--- config.mk ---
export PLATFORM = sky130hd
export DESIGN_NAME = websocket_frame_deframer
export DESIGN_NICKNAME = d
export VERILOG_FILES = /design/src/design/wsfd_pkg.sv /design/src/design/wsfd_parser.sv /design/src/design/wsfd_out_buf.sv /design/src/design/websocket_frame_deframer.sv
export VERILOG_INCLUDE_DIRS = /design/src /design/src/design
export SDC_FILE = /design/constraint.sdc
export NUM_CORES = 1
export LEC_CHECK = 0
export BUFFER_PORTS_ARGS = -buffer_cell sky130_fd_sc_hd__buf_2
export CAP_MARGIN = 20
export CORE_UTILIZATION = 30
export DETAILED_ROUTE_END_ITERATION = 10
export GPL_ROUTABILITY_DRIVEN = 0
export PLACE_DENSITY = 0.46
export SLEW_MARGIN = 20
export SYNTH_ARGS = -nofsm -noshare
export SYNTH_HDL_FRONTEND = slang
export SYNTH_SLANG_ARGS = --single-unit
--- constraint.sdc ---
create_clock -name clk -period 7.1 [get_ports clk]
set_input_delay 0.355 -clock clk [delete_from_list [all_inputs] [get_ports clk]]
set_output_delay 0.355 -clock clk [all_outputs]
set_load 0.05 [all_outputs]
--- src/design/websocket_frame_deframer_assert.svh ---
// ============================================================================
// WebSocket frame deframer assertion macros
// Shared concurrent assertion forms, compiled out for synthesis.
// ============================================================================
`ifndef WEBSOCKET_FRAME_DEFRAMER_ASSERT_SVH
`define WEBSOCKET_FRAME_DEFRAMER_ASSERT_SVH

`ifndef SYNTHESIS

// Same-cycle implication, checked at every rising edge outside reset.
`define WSFD_ASSERT_IMPL(label, clk, rst_n, ante, cons, msg) \
    label: assert property (@(posedge clk) disable iff (!rst_n) (ante) |-> (cons)) \
        else $error(msg);

// Next-cycle implication, checked at every rising edge outside reset.
`define WSFD_ASSERT_NEXT(label, clk, rst_n, ante, cons, msg) \
    label: assert property (@(posedge clk) disable iff (!rst_n) (ante) |=> (cons)) \
        else $error(msg);

`else

`define WSFD_ASSERT_IMPL(label, clk, rst_n, ante, cons, msg)
`define WSFD_ASSERT_NEXT(label, clk, rst_n, ante, cons, msg)

`endif

`endif

--- src/design/wsfd_pkg.sv ---
// ============================================================================
// WebSocket frame deframer package
// Result record and result kind codes shared by the deframer modules.
// ============================================================================
package wsfd_pkg;

    localparam logic KIND_HEADER = 1'b0;
    localparam logic KIND_DATA   = 1'b1;

    typedef struct packed {
        logic        kind;
        logic [7:0]  payload_byte;
        logic        fin_flag;
        logic        rsv1_flag;
        logic        rsv2_flag;
        logic        rsv3_flag;
        logic [3:0]  opcode;
        logic        masked;
        logic [63:0] frame_length;
        logic        last;
    } res_t;

endpackage

--- src/design/wsfd_parser.sv ---
// ============================================================================
// WebSocket frame deframer: header parser and unmasker
// Walks the frame header one byte per transaction, then unmasks payload bytes.
// ============================================================================
`include "websocket_frame_deframer_assert.svh"

module wsfd_parser
(
    input  logic              clk,
    input  logic              rst_n,
    input  logic              accept,
    input  logic [7:0]        stream_byte,
    output logic              res_push,
    output wsfd_pkg::res_t    res
);

    import wsfd_pkg::*;

    typedef enum logic [2:0] {
        PH_FIRST  = 3'd0,
        PH_SECOND = 3'd1,
        PH_EXT16  = 3'd2,
        PH_EXT64  = 3'd3,
        PH_KEY    = 3'd4,
        PH_DATA   = 3'd5
    } phase_t;

    localparam logic [6:0] LEN16_CODE = 7'h7E;
    localparam logic [6:0] LEN64_CODE = 7'h7F;
    localparam logic [2:0] EXT16_LAST = 3'd1;
    localparam logic [2:0] EXT64_LAST = 3'd7;
    localparam logic [2:0] KEY_LAST   = 3'd3;

    phase_t      phase_reg, phase_next;
    logic [2:0]  cnt_reg, cnt_next;
    logic [63:0] len_reg, len_next;
    logic [63:0] left_reg, left_next;
    logic [31:0] key_reg, key_next;
    logic [1:0]  lane_reg, lane_next;
    logic        mask_reg, mask_next;
    logic [7:0]  hdr_reg, hdr_next;

    logic        after_len;
    logic        finish;
    logic        res_kind;
    logic [7:0]  res_data;
    logic        res_last;
    logic [31:0] key_shifted;

    // Key lane 0 sits in the top byte, so the shift is (3 - lane) bytes.
    assign key_shifted = key_reg >> {~lane_reg, 3'b000};

    always_comb
    begin
        phase_next = phase_reg;
        cnt_next   = cnt_reg;
        len_next   = len_reg;
        left_next  = left_reg;
        key_next   = key_reg;
        lane_next  = lane_reg;
        mask_next  = mask_reg;
        hdr_next   = hdr_reg;
        after_len  = 1'b0;
        finish     = 1'b0;
        res_push   = 1'b0;
        res_kind   = KIND_HEADER;
        res_data   = 8'h00;
        res_last   = 1'b0;

        if (accept)
        begin
            unique case (phase_reg)
                PH_SECOND:
                begin
                    mask_next = stream_byte[7];
                    cnt_next  = 3'd0;
                    if (stream_byte[6:0] == LEN16_CODE)
                    begin
                        len_next   = 64'd0;
                        phase_next = PH_EXT16;
                    end
                    else if (stream_byte[6:0] == LEN64_CODE)
                    begin
                        len_next   = 64'd0;
                        phase_next = PH_EXT64;
                    end
                    else
                    begin
                        len_next  = {57'd0, stream_byte[6:0]};
                        after_len = 1'b1;
                    end
                end
                PH_EXT16, PH_EXT64:
                begin
                    len_next = {len_reg[55:0], stream_byte};
                    if (cnt_reg >= ((phase_reg == PH_EXT16) ? EXT16_LAST : EXT64_LAST))
                    begin
                        after_len = 1'b1;
                    end
                    else
                    begin
                        cnt_next = cnt_reg + 3'd1;
                    end
                end
                PH_KEY:
                begin
                    key_next = {key_reg[23:0], stream_byte};
                    if (cnt_reg >= KEY_LAST)
                    begin
                        finish = 1'b1;
                    end
                    else
                    begin
                        cnt_next = cnt_reg + 3'd1;
                    end
                end
                PH_DATA:
                begin
                    res_push  = 1'b1;
                    res_kind  = KIND_DATA;
                    res_data  = stream_byte ^ (mask_reg ? key_shifted[7:0] : 8'h00);
                    res_last  = (left_reg <= 64'd1);
                    lane_next = lane_reg + 2'd1;
                    if (left_reg != 64'd0)
                    begin
                        left_next = left_reg - 64'd1;
                    end
                    if (res_last)
                    begin
                        phase_next = PH_FIRST;
                    end
                end
                default:
                begin
                    hdr_next   = stream_byte;
                    phase_next = PH_SECOND;
                    cnt_next   = 3'd0;
                end
            endcase

            // Length complete: a masked frame still needs its four key bytes.
            if (after_len)
            begin
                cnt_next = 3'd0;
                key_next = 32'd0;
                if (mask_next)
                begin
                    phase_next = PH_KEY;
                end
                else
                begin
                    finish = 1'b1;
                end
            end

            if (finish)
            begin
                res_push   = 1'b1;
                res_kind   = KIND_HEADER;
                res_last   = (len_next == 64'd0);
                left_next  = len_next;
                lane_next  = 2'd0;
                cnt_next   = 3'd0;
                phase_next = res_last ? PH_FIRST : PH_DATA;
            end
        end
    end

    always_comb
    begin
        res.kind           = res_kind;
        res.payload_byte   = res_data;
        res.fin_flag       = hdr_next[7];
        res.rsv1_flag      = hdr_next[6];
        res.rsv2_flag      = hdr_next[5];
        res.rsv3_flag      = hdr_next[4];
        res.opcode         = hdr_next[3:0];
        res.masked         = mask_next;
        res.frame_length   = len_next;
        res.last           = res_last;
    end

    always_ff @(posedge clk or negedge rst_n)
    begin
        if (!rst_n)
        begin
            phase_reg <= PH_FIRST;
            cnt_reg   <= 3'd0;
            len_reg   <= 64'd0;
            left_reg  <= 64'd0;
            key_reg   <= 32'd0;
            lane_reg  <= 2'd0;
            mask_reg  <= 1'b0;
            hdr_reg   <= 8'd0;
        end
        else
        begin
            phase_reg <= phase_next;
            cnt_reg   <= cnt_next;
            len_reg   <= len_next;
            left_reg  <= left_next;
            key_reg   <= key_next;
            lane_reg  <= lane_next;
            mask_reg  <= mask_next;
            hdr_reg   <= hdr_next;
        end
    end

    `WSFD_ASSERT_IMPL(a_data_gives_result, clk, rst_n, accept && phase_reg == PH_DATA, res_push && res.kind == KIND_DATA, "payload byte did not produce a payload result")
    `WSFD_ASSERT_NEXT(a_last_returns_first, clk, rst_n, res_push && res.last, phase_reg == PH_FIRST, "frame end did not return to the first header byte")
    `WSFD_ASSERT_IMPL(a_key_only_masked, clk, rst_n, phase_reg == PH_KEY, mask_reg, "key bytes expected on an unmasked frame")

endmodule

--- src/design/wsfd_out_buf.sv ---
// ============================================================================
// WebSocket frame deframer: result buffer
// Two-entry result queue that decouples the parser from a stalling consumer.
// ============================================================================
`include "websocket_frame_deframer_assert.svh"

module wsfd_out_buf
(
    input  logic              clk,
    input  logic              rst_n,
    input  logic              push,
    input  wsfd_pkg::res_t    push_res,
    output logic              full,
    output logic              res_valid,
    input  logic              res_stall,
    output wsfd_pkg::res_t    head
);

    import wsfd_pkg::*;

    res_t       entry_reg [2];
    logic       wr_ptr_reg, wr_ptr_next;
    logic       rd_ptr_reg, rd_ptr_next;
    logic [1:0] count_reg, count_next;
    logic       pop;

    assign res_valid = (count_reg != 2'd0);
    assign full      = (count_reg == 2'd2);
    assign pop       = res_valid && !res_stall;
    assign head      = entry_reg[rd_ptr_reg];

    always_comb
    begin
        wr_ptr_next = push ? ~wr_ptr_reg : wr_ptr_reg;
        rd_ptr_next = pop ? ~rd_ptr_reg : rd_ptr_reg;
        count_next  = count_reg + {1'b0, push} - {1'b0, pop};
    end

    always_ff @(posedge clk or negedge rst_n)
    begin
        if (!rst_n)
        begin
            wr_ptr_reg <= 1'b0;
            rd_ptr_reg <= 1'b0;
            count_reg  <= 2'd0;
        end
        else
        begin
            wr_ptr_reg <= wr_ptr_next;
            rd_ptr_reg <= rd_ptr_next;
            count_reg  <= count_next;
        end
    end

    always_ff @(posedge clk)
    begin
        if (push)
        begin
            entry_reg[wr_ptr_reg] <= push_res;
        end
    end

    `WSFD_ASSERT_IMPL(a_count_bound, clk, rst_n, 1'b1, count_reg != 2'd3, "result queue count out of range")
    `WSFD_ASSERT_IMPL(a_no_push_full, clk, rst_n, push, !full, "result written into a full queue")
    `WSFD_ASSERT_NEXT(a_count_grows, clk, rst_n, push && !pop, count_reg == $past(count_reg) + 2'd1, "queue count did not grow on a lone write")

endmodule

--- src/design/websocket_frame_deframer.sv ---
// ============================================================================
// WebSocket frame deframer
// Parses a WebSocket frame stream byte by byte into header and payload results.
// ============================================================================
//
//   channel   valid       stall       payload
//   input     byte_valid  byte_stall  stream_byte
//   result    res_valid   res_stall   kind, payload_byte, header fields, last
//
// Each accepted byte is handled in the cycle it is taken; its result, if any,
// is held in the result queue from the next cycle. One byte can be taken
// every cycle while results drain without stalls.
// After reset the block expects the first header byte of a new frame.
// Results wait in a two-entry queue; byte_stall is high while both entries
// are occupied, even for bytes that would yield no result.
// ============================================================================
module websocket_frame_deframer
(
    input  logic        clk,
    input  logic        rst_n,
    input  logic        byte_valid,
    output logic        byte_stall,
    input  logic [7:0]  stream_byte,
    output logic        res_valid,
    input  logic        res_stall,
    output logic        kind,
    output logic [7:0]  payload_byte,
    output logic        fin_flag,
    output logic        rsv1_flag,
    output logic        rsv2_flag,
    output logic        rsv3_flag,
    output logic [3:0]  opcode,
    output logic        masked,
    output logic [63:0] frame_length,
    output logic        last
);

    import wsfd_pkg::*;

    logic accept;
    logic full;
    logic push;
    res_t push_res;
    res_t head;

    assign byte_stall = full;
    assign accept     = byte_valid && !full;

    wsfd_parser u_parser
    (
        .clk         (clk),
        .rst_n       (rst_n),
        .accept      (accept),
        .stream_byte (stream_byte),
        .res_push    (push),
        .res         (push_res)
    );

    wsfd_out_buf u_out_buf
    (
        .clk       (clk),
        .rst_n     (rst_n),
        .push      (push),
        .push_res  (push_res),
        .full      (full),
        .res_valid (res_valid),
        .res_stall (res_stall),
        .head      (head)
    );

    assign kind           = head.kind;
    assign payload_byte   = head.payload_byte;
    assign fin_flag       = head.fin_flag;
    assign rsv1_flag      = head.rsv1_flag;
    assign rsv2_flag      = head.rsv2_flag;
    assign rsv3_flag      = head.rsv3_flag;
    assign opcode         = head.opcode;
    assign masked         = head.masked;
    assign frame_length   = head.frame_length;
    assign last           = head.last;

endmodule
==> flow_summary.toml, run 1 <==
[run_status]
outcome = "finished, violations left"
violations = "DRC"

[power_and_ir_drop]
ir_worst_vdd_v = 0.000149
power.density_nw_per_um2 = 442
leakagePower_uw = 0.00717

[setup_path]
path_cells = "nand2b_1, nor2_1, ha_1, a211oi_1, o311ai_1, a221oi_4, buf_4, nor2_4, buf_4, nor2_4, o32ai_1"
reg2reg_setup_slack_ns = 2.86
cp-end-kind = "flop"
crit_path_start_kind = "flop"
crit_end = "u_parser.left_reg[35]"
crit_path_max_incr_delay_ns = 0.66
r2r-end = "u_parser.left_reg[35]"
r2r-start = "u_parser.phase_reg[1]"
worstPathRequired_ns = 7.51
cp_data_arrival_time_ns = 4.65
slowest_stage = "dfrtp_1"
startpoint = "u_parser.phase_reg[1]"
reg2regPathDepth = 11
timing_worst_setup_path_type = "reg -> reg"
cp_max_fo = 51

[clock_network]
cts_tree = "built"
clk_latency_ns = 0.55
clockRootBuffer = "clkbuf_16"
cts_setup_buffers = 0
cts_buffer_depth = 3
cts_buffers = 39
h-tree-depth = 2
cts_sinks = 347
clk_pin_slew_worst_paths_ns = 0.06

[yosys]
ys_seq_elements = 347
synth-edff-count = 166
synth_seq_area_share_pct = 59.0
yosysWarnings = 0
syn_nets = 1384
async_flop_share_pct = 52.2
synthFlopType = "dfrtp_1"
avgSynthCellArea_um2 = 11.8
syn-cell-area_um2 = 16100
synth_cell_types = 83
syn_inst = 1364

[job]
cap_violations = 0

[die]
initial_utilization_pct = 30.5
dieWidth_um = 234
core_um2 = 52900
num_io_pins = 97
die_area_um2 = 54700
row_count = 84
die_h_um = 234

[timing]
fmax_ghz = 0.236
setup_viol = 0
finalHoldViolations = 0
period_needed_ns = 4.24
rsz0062_at_grt = "no"
clock-skew-final_ns = 0.0150
hold_slack_ns = 0.108
relSlewSlack_pct = 30.8
drv_slew = 0
worst_pin_slew_ns = 1.04
tns_ns = 0
fin_crit_sh_pct = 59.8

[detailed_routing]
drtAntennaViolNets = 0
vias = 11600
post_drt_wl_per_cell_um = 22.2
via_per_inst = 5.41
dr.first_iter.drc_count = 974
drt_first_pass_iters = 10
drcViolationCount = 5
drt_wl_total_um = 47700

[grt]
grt_usage_pct = 17.4
antenna_found_initial = 1
grt_pass1_wl_um = 72400
grt_pass1_vias = 11300
grt_overflow = 0
grt_max_degree = 73

[finish]
nets = 1452
mostFrequentLayoutCells = "dfrtp_1, nand2_1, edfxtp_1"
final_common_cell = "dfrtp_1"
fin_area_um2 = 18600
fillCellCount = 5214
largest_reg_flops = 166
final_cells = 2150
layout-drive-gt1-share_pct = 21.5
area_growth_pct = 15.2

[placed_design]
port_buffers = 96
placed_area_um2 = 17300
post-dp-hpwl_um = 31800
place_inst = 2078

[hold_path]
hold_path_startpoint = "res_stall"
hold_path_class = "in -> reg"
## cells by family after synthesis
logic type               Yosys count  share of synthesized area [%]
AO/OA/AOI/OAI                    292                           13.5
XOR/XNOR                          12                          0.651
adder cells (fa/ha/maj)            8                          0.620
buffers and inverters            105                           2.92
flip-flops                       347                           59.0
multiplexers                     102                           7.69
AND/OR/NAND/NOR                  498                           15.7
## per-layer routing
metal / global-route usage [%] / up-vias / wire length, um
met2: 26.5 / 317 / 21400
li1: - / 5372 / -
met4: 5.44 / 0 / 1170
met5: 0 / - / 0
met1: 25.4 / 5882 / 23000
met3: 2.60 / 71 / 2100
## where the power goes
group / total [uW] / switching, uW / internal (uW)
Sequential: 3240 / 481 / 2760
Clock: 2050 / 817 / 1230
Combinational: 2920 / 2030 / 893
Total: 8210 / 3330 / 4890
## metrics by stage
| stage | util (%) | power, uW | setup WS [ns] |
|---|---|---|---|
| after floorplan | - | 5410 | 1.16 |
| after global placement | 32.7 | 6190 | 2.96 |
| after detailed placement | 32.7 | 6210 | 2.89 |
| after CTS | 35.1 | 8300 | 2.87 |
| after global routing | 35.2 | 8650 | 2.51 |
| final | 35.2 | 8210 | 2.86 |
## critical path, delay by kind of cell, from the launching register on
| family | cells | cell delay, ns |
|---|---|---|
| DFF | 1 | 0.66 |
| adders and majority gates | 1 | 0.28 |
| and+or+nand+nor | 4 | 1.23 |
| AOI/OAI and AO/OA | 4 | 0.94 |
| buffers and inverters | 2 | 0.90 |
## worst min-delay path by stage
stage / endpoint / slack, ns / depth (start not counted)
after floorplan: u_out_buf.count_reg[0] / 0.06 / 0
after global placement: u_parser.key_reg[18] / 0.39 / 1
after detailed placement: u_parser.key_reg[10] / 0.39 / 1
after CTS: u_out_buf.rd_ptr_reg / 0.09 / 3
after global routing: u_out_buf.rd_ptr_reg / 0.12 / 3
final: u_out_buf.rd_ptr_reg / 0.11 / 3
## Yosys cell counts, types with 9 or more instances
library cell,count,share of area [%]
a31oi_1,14,0.54
and4_1,10,0.54
nor4_1,35,1.4
buf_2,14,0.43
dfrtp_1,181,28
nand3_1,46,1.4
o22ai_1,15,0.58
a211oi_1,29,1.3
xor2_1,9,0.49
nand4_1,19,0.74
a22o_1,20,1.1
inv_1,14,0.33
a221oi_1,9,0.49
o21ai_0,59,1.8
and3_1,15,0.58
edfxtp_1,166,31
a22oi_1,49,2.3
a311oi_1,18,0.98
mux2_2,92,6.4
a21oi_1,15,0.47
clkbuf_1,61,1.4
nor3_1,33,1.0
nor2_1,89,2.1
nand2_1,176,4.1
or3_1,19,0.74
## cell type report
cell class / instances / area [um2] / share of cell area, %
diodes: 1 / 2.50 / 0.0135
clock buffers: 57 / 1120 / 6.01
clock inverters: 13 / 164 / 0.882
inverters: 14 / 52.6 / 0.283
multi-input cells: 912 / 6210 / 33.4
flip-flops and latches: 347 / 9520 / 51.2
well taps: 688 / 861 / 4.63
repair buffers: 118 / 657 / 3.53
## what timing repair did
action / 4_1_cts / 5_1_grt
endpoints found under the hold margin: 63 / 0
endpoints found under the setup margin: 0 / 0
gates resized for setup: 0 / 0
hold buffers: 1 / 0
Power figures use the tool's default switching activity.
==> run 2: changes to the inputs <==
--- a/config.mk
+++ b/config.mk
@@ -6,12 +6,13 @@
 export SDC_FILE = /design/constraint.sdc
 export NUM_CORES = 1
 export LEC_CHECK = 0
+export ABC_AREA = 1
 export BUFFER_PORTS_ARGS = -buffer_cell sky130_fd_sc_hd__buf_2
 export CAP_MARGIN = 20
 export CORE_UTILIZATION = 30
 export DETAILED_ROUTE_END_ITERATION = 10
 export GPL_ROUTABILITY_DRIVEN = 0
-export PLACE_DENSITY = 0.46
+export PLACE_DENSITY = 0.48
 export SLEW_MARGIN = 20
 export SYNTH_ARGS = -nofsm -noshare
 export SYNTH_HDL_FRONTEND = slang
==> constraint.sdc (replaced) <==
create_clock -name clk -period 3.5 [get_ports clk]
set_input_delay 0.175 -clock clk [delete_from_list [all_inputs] [get_ports clk]]
set_output_delay 0.175 -clock clk [all_outputs]
set_load 0.05 [all_outputs]
==> run 2 against run 1 <==
Against the previous run:
- the flow now finishes without violations
- register-to-register slack got worse by 2.6 ns
- flip-flop and latch count unchanged
- final area increased by 5.2%
- critical path depth increased by 4
- clock skew increased by 0.0015 ns
- power increased by 150%
- first-iteration DRC count decreased by 1.5%
- critical path type unchanged
- critical endpoint is now u_parser.left_reg[33]
- highest routed layer unchanged
==> flow_summary.toml, run 2 <==
[run_status]
outcome = "finished clean"

[yosys]
syn_inst = 2002
synth_cell_types = 42
async_flop_share_pct = 52.2
synth_area_leaders = "edfxtp_1, dfrtp_1, nand2_1"
yosysWarnings = 0
avgSynthCellArea_um2 = 8.44
synth_top_cell_area_share_pct = 29.5
syn-cell-area_um2 = 16900
synth-edff-count = 166
ys_seq_elements = 347
yosysMostFrequentCell = "nand2_1"
yosys-top-cells-count = "nand2_1, nor2_1, dfrtp_1"
synth_seq_area_share_pct = 56.3
synthFlopType = "dfrtp_1"
yosysTopAreaCell = "edfxtp_1"
syn_nets = 2022

[placed_design]
placed_area_um2 = 18200
port_buffers = 96
post-dp-hpwl_um = 33500

[finish]
mostFrequentLayoutCells = "nand2_1, nor2_1, dfrtp_1"
fin_area_um2 = 19600
nets = 2096
layout-drive-gt1-share_pct = 10.1
largest_reg_flops = 166
final_common_cell = "nand2_1"
final_util_pct = 35.3
area_growth_pct = 15.7

[detailed_routing]
wl_met2_um = 22900
drt_first_pass_iters = 5
dr.first_iter.drc_count = 959
drtAntennaViolNets = 0
drt_wl_total_um = 49100
drcViolationCount = 0
top_layer_used = "met4"
via_per_inst = 4.80
post_drt_wl_per_cell_um = 17.2
vias = 13700
dr_wl_met3_um = 2120
wl_met1_um = 23200

[setup_path]
crit_path_start_kind = "flop"
crit_path_max_incr_delay_ns = 0.50
slowest_stage = "dfrtp_1"
cp_max_fo = 82
path_cells = "inv_1, nor3_1, ha_1, a21oi_1, nand2_1, nand2_1, nand2_4, nand2_2, nand2_4, o21ai_4, inv_2, nand2_4, inv_6, o211ai_1, o21ai_0"
worstPathRequired_ns = 3.88
timing_worst_setup_path_type = "reg -> reg"
crit_top_cell = "nand2_4"
cp_data_arrival_time_ns = 3.64
cp-end-kind = "flop"

[grt]
grt_pass1_vias = 13200
antenna_found_initial = 0
grt_usage_pct = 17.3
grt_overflow = 0
grt_pass1_wl_um = 76800
grt_max_degree = 91

[clock_network]
h-tree-depth = 2
clk_latency_ns = 0.54
clockRootBuffer = "clkbuf_16"
clk_pin_slew_worst_paths_ns = 0.06
cts_setup_buffers = 0
cts_sinks = 347
cts_tree = "built"
cts_buffers = 38
cts_buffer_depth = 3

[job]
cap_violations = 0

[timing]
finalHoldViolations = 0
setup_viol = 0
rsz0062_at_grt = "no"
hold_slack_ns = 0.0229
relSlewSlack_pct = 34.8
tns_ns = 0
clock-skew-final_ns = 0.0166
fmax_ghz = 0.307
worst_pin_slew_ns = 0.979
fin_crit_sh_pct = 93.2
period_needed_ns = 3.26
drv_slew = 0

[power_and_ir_drop]
p_int_uw = 10900
leakagePower_uw = 0.00833
p_comb_share_pct = 45.3
power.density_nw_per_um2 = 1050
ir_worst_vdd_v = 0.000528
seqPwrFrac_pct = 34.6
clockPowerShare_pct = 20.2
sw_frac_of_total_pct = 46.7
power.switching_uw = 9550

[die]
die_h_um = 239
core_um2 = 55400
dieWidth_um = 239
num_io_pins = 97
die_area_um2 = 57300
initial_utilization_pct = 30.5
row_count = 86

[hold_path]
hold_path_class = "in -> reg"
## run 2: cell types whose count changed after synthesis, sizes merged, moves of 46 or more
cell   delta
o21ai   +118
nand2   +529
inv     +111
nor2    +180
mux2     -89
a22oi    -46
a21oi    +51
## run 2: power groups by stage
stage	sequential (uW)	clock [uW]	combinational (uW)
6_report	7070	4130	9270
5_1_grt	7250	4390	10300
4_1_cts	7060	4230	9390
3_5_place_dp	7120	0	9370
3_3_place_gp	7110	0	9280
2_1_floorplan	6790	0	6930
## run 2: path summary, 6_finish.rpt
check                                         to  slack (ns)             startpoint  depth (start not counted)
max in group asynchronous    u_parser.cnt_reg[1]        2.35                  rst_n                          3
max reg2reg                u_parser.left_reg[33]        0.24  u_parser.phase_reg[1]                         15
min in group asynchronous   u_parser.len_reg[29]        0.25                  rst_n                          2
max                        u_parser.left_reg[33]        0.24  u_parser.phase_reg[1]                         15
min                          u_parser.key_reg[5]        0.02         stream_byte[5]                          3
min reg2reg                 u_parser.key_reg[27]        0.48   u_parser.key_reg[27]                          2
## run 2: timing repair
action | CTS | global route
resized for setup | 0 | 1
hold buffers | 4 | 0
endpoints found under the setup margin | 0 | 28
hold endpoints to repair | 71 | 0
## run 2: worst max-delay path: cells and delay by family, from the launching register on
family	cells	cell delay, ns
and+or+nand+nor	7	1.04
adders and majority gates	1	0.30
buffers and inverters	3	0.46
DFF	1	0.50
AOI/OAI and AO/OA	4	0.73
## run 2: final cells by class
type / count / area [um2]
inverters: 126 / 478
clock inverters: 17 / 204
diodes: 1 / 2.50
multi-input cells: 1442 / 6560
flip-flops and latches: 347 / 9520
repair buffers: 121 / 787
well taps: 748 / 936
clock buffers: 53 / 1070
fillers: 5717 / 35900
## run 2: per-stage QoR
| step | worst slack, ns | power [uW] | instances |
|---|---|---|---|
| 6_report | 0.239 | 20500 | 2855 |
| 5_1_grt | 0.0201 | 21900 | 2854 |
| 4_1_cts | 0.0871 | 20700 | 2854 |
| 3_5_place_dp | 0.115 | 16500 | 2780 |
| 3_3_place_gp | 0.211 | 16400 | 2780 |
| 2_1_floorplan | 0.434 | 13700 | 2002 |
## run 2: cell families (layout without fill, tap and decap cells)
family | count (synthesis) | count (layout) | share of synthesized area [%]
flip-flops | 347 | 347 | 56.3
adder cells (fa/ha/maj) | 8 | 8 | 0.592
XOR/XNOR | 44 | 44 | 2.28
buffers and inverters | 213 | 317 | 5.14
multiplexers | 4 | 4 | 0.266
AO/OA/AOI/OAI | 321 | 321 | 10.8
AND/OR/NAND/NOR | 1065 | 1065 | 24.6
other | 0 | 1 | 0
## run 2: metal layers
metal / up-vias / GRT usage [%]
li1: 6697 / -
met2: 328 / 28.1
met4: 0 / 4.23
met1: 6619 / 24.2
met5: - / 0
met3: 53 / 2.27
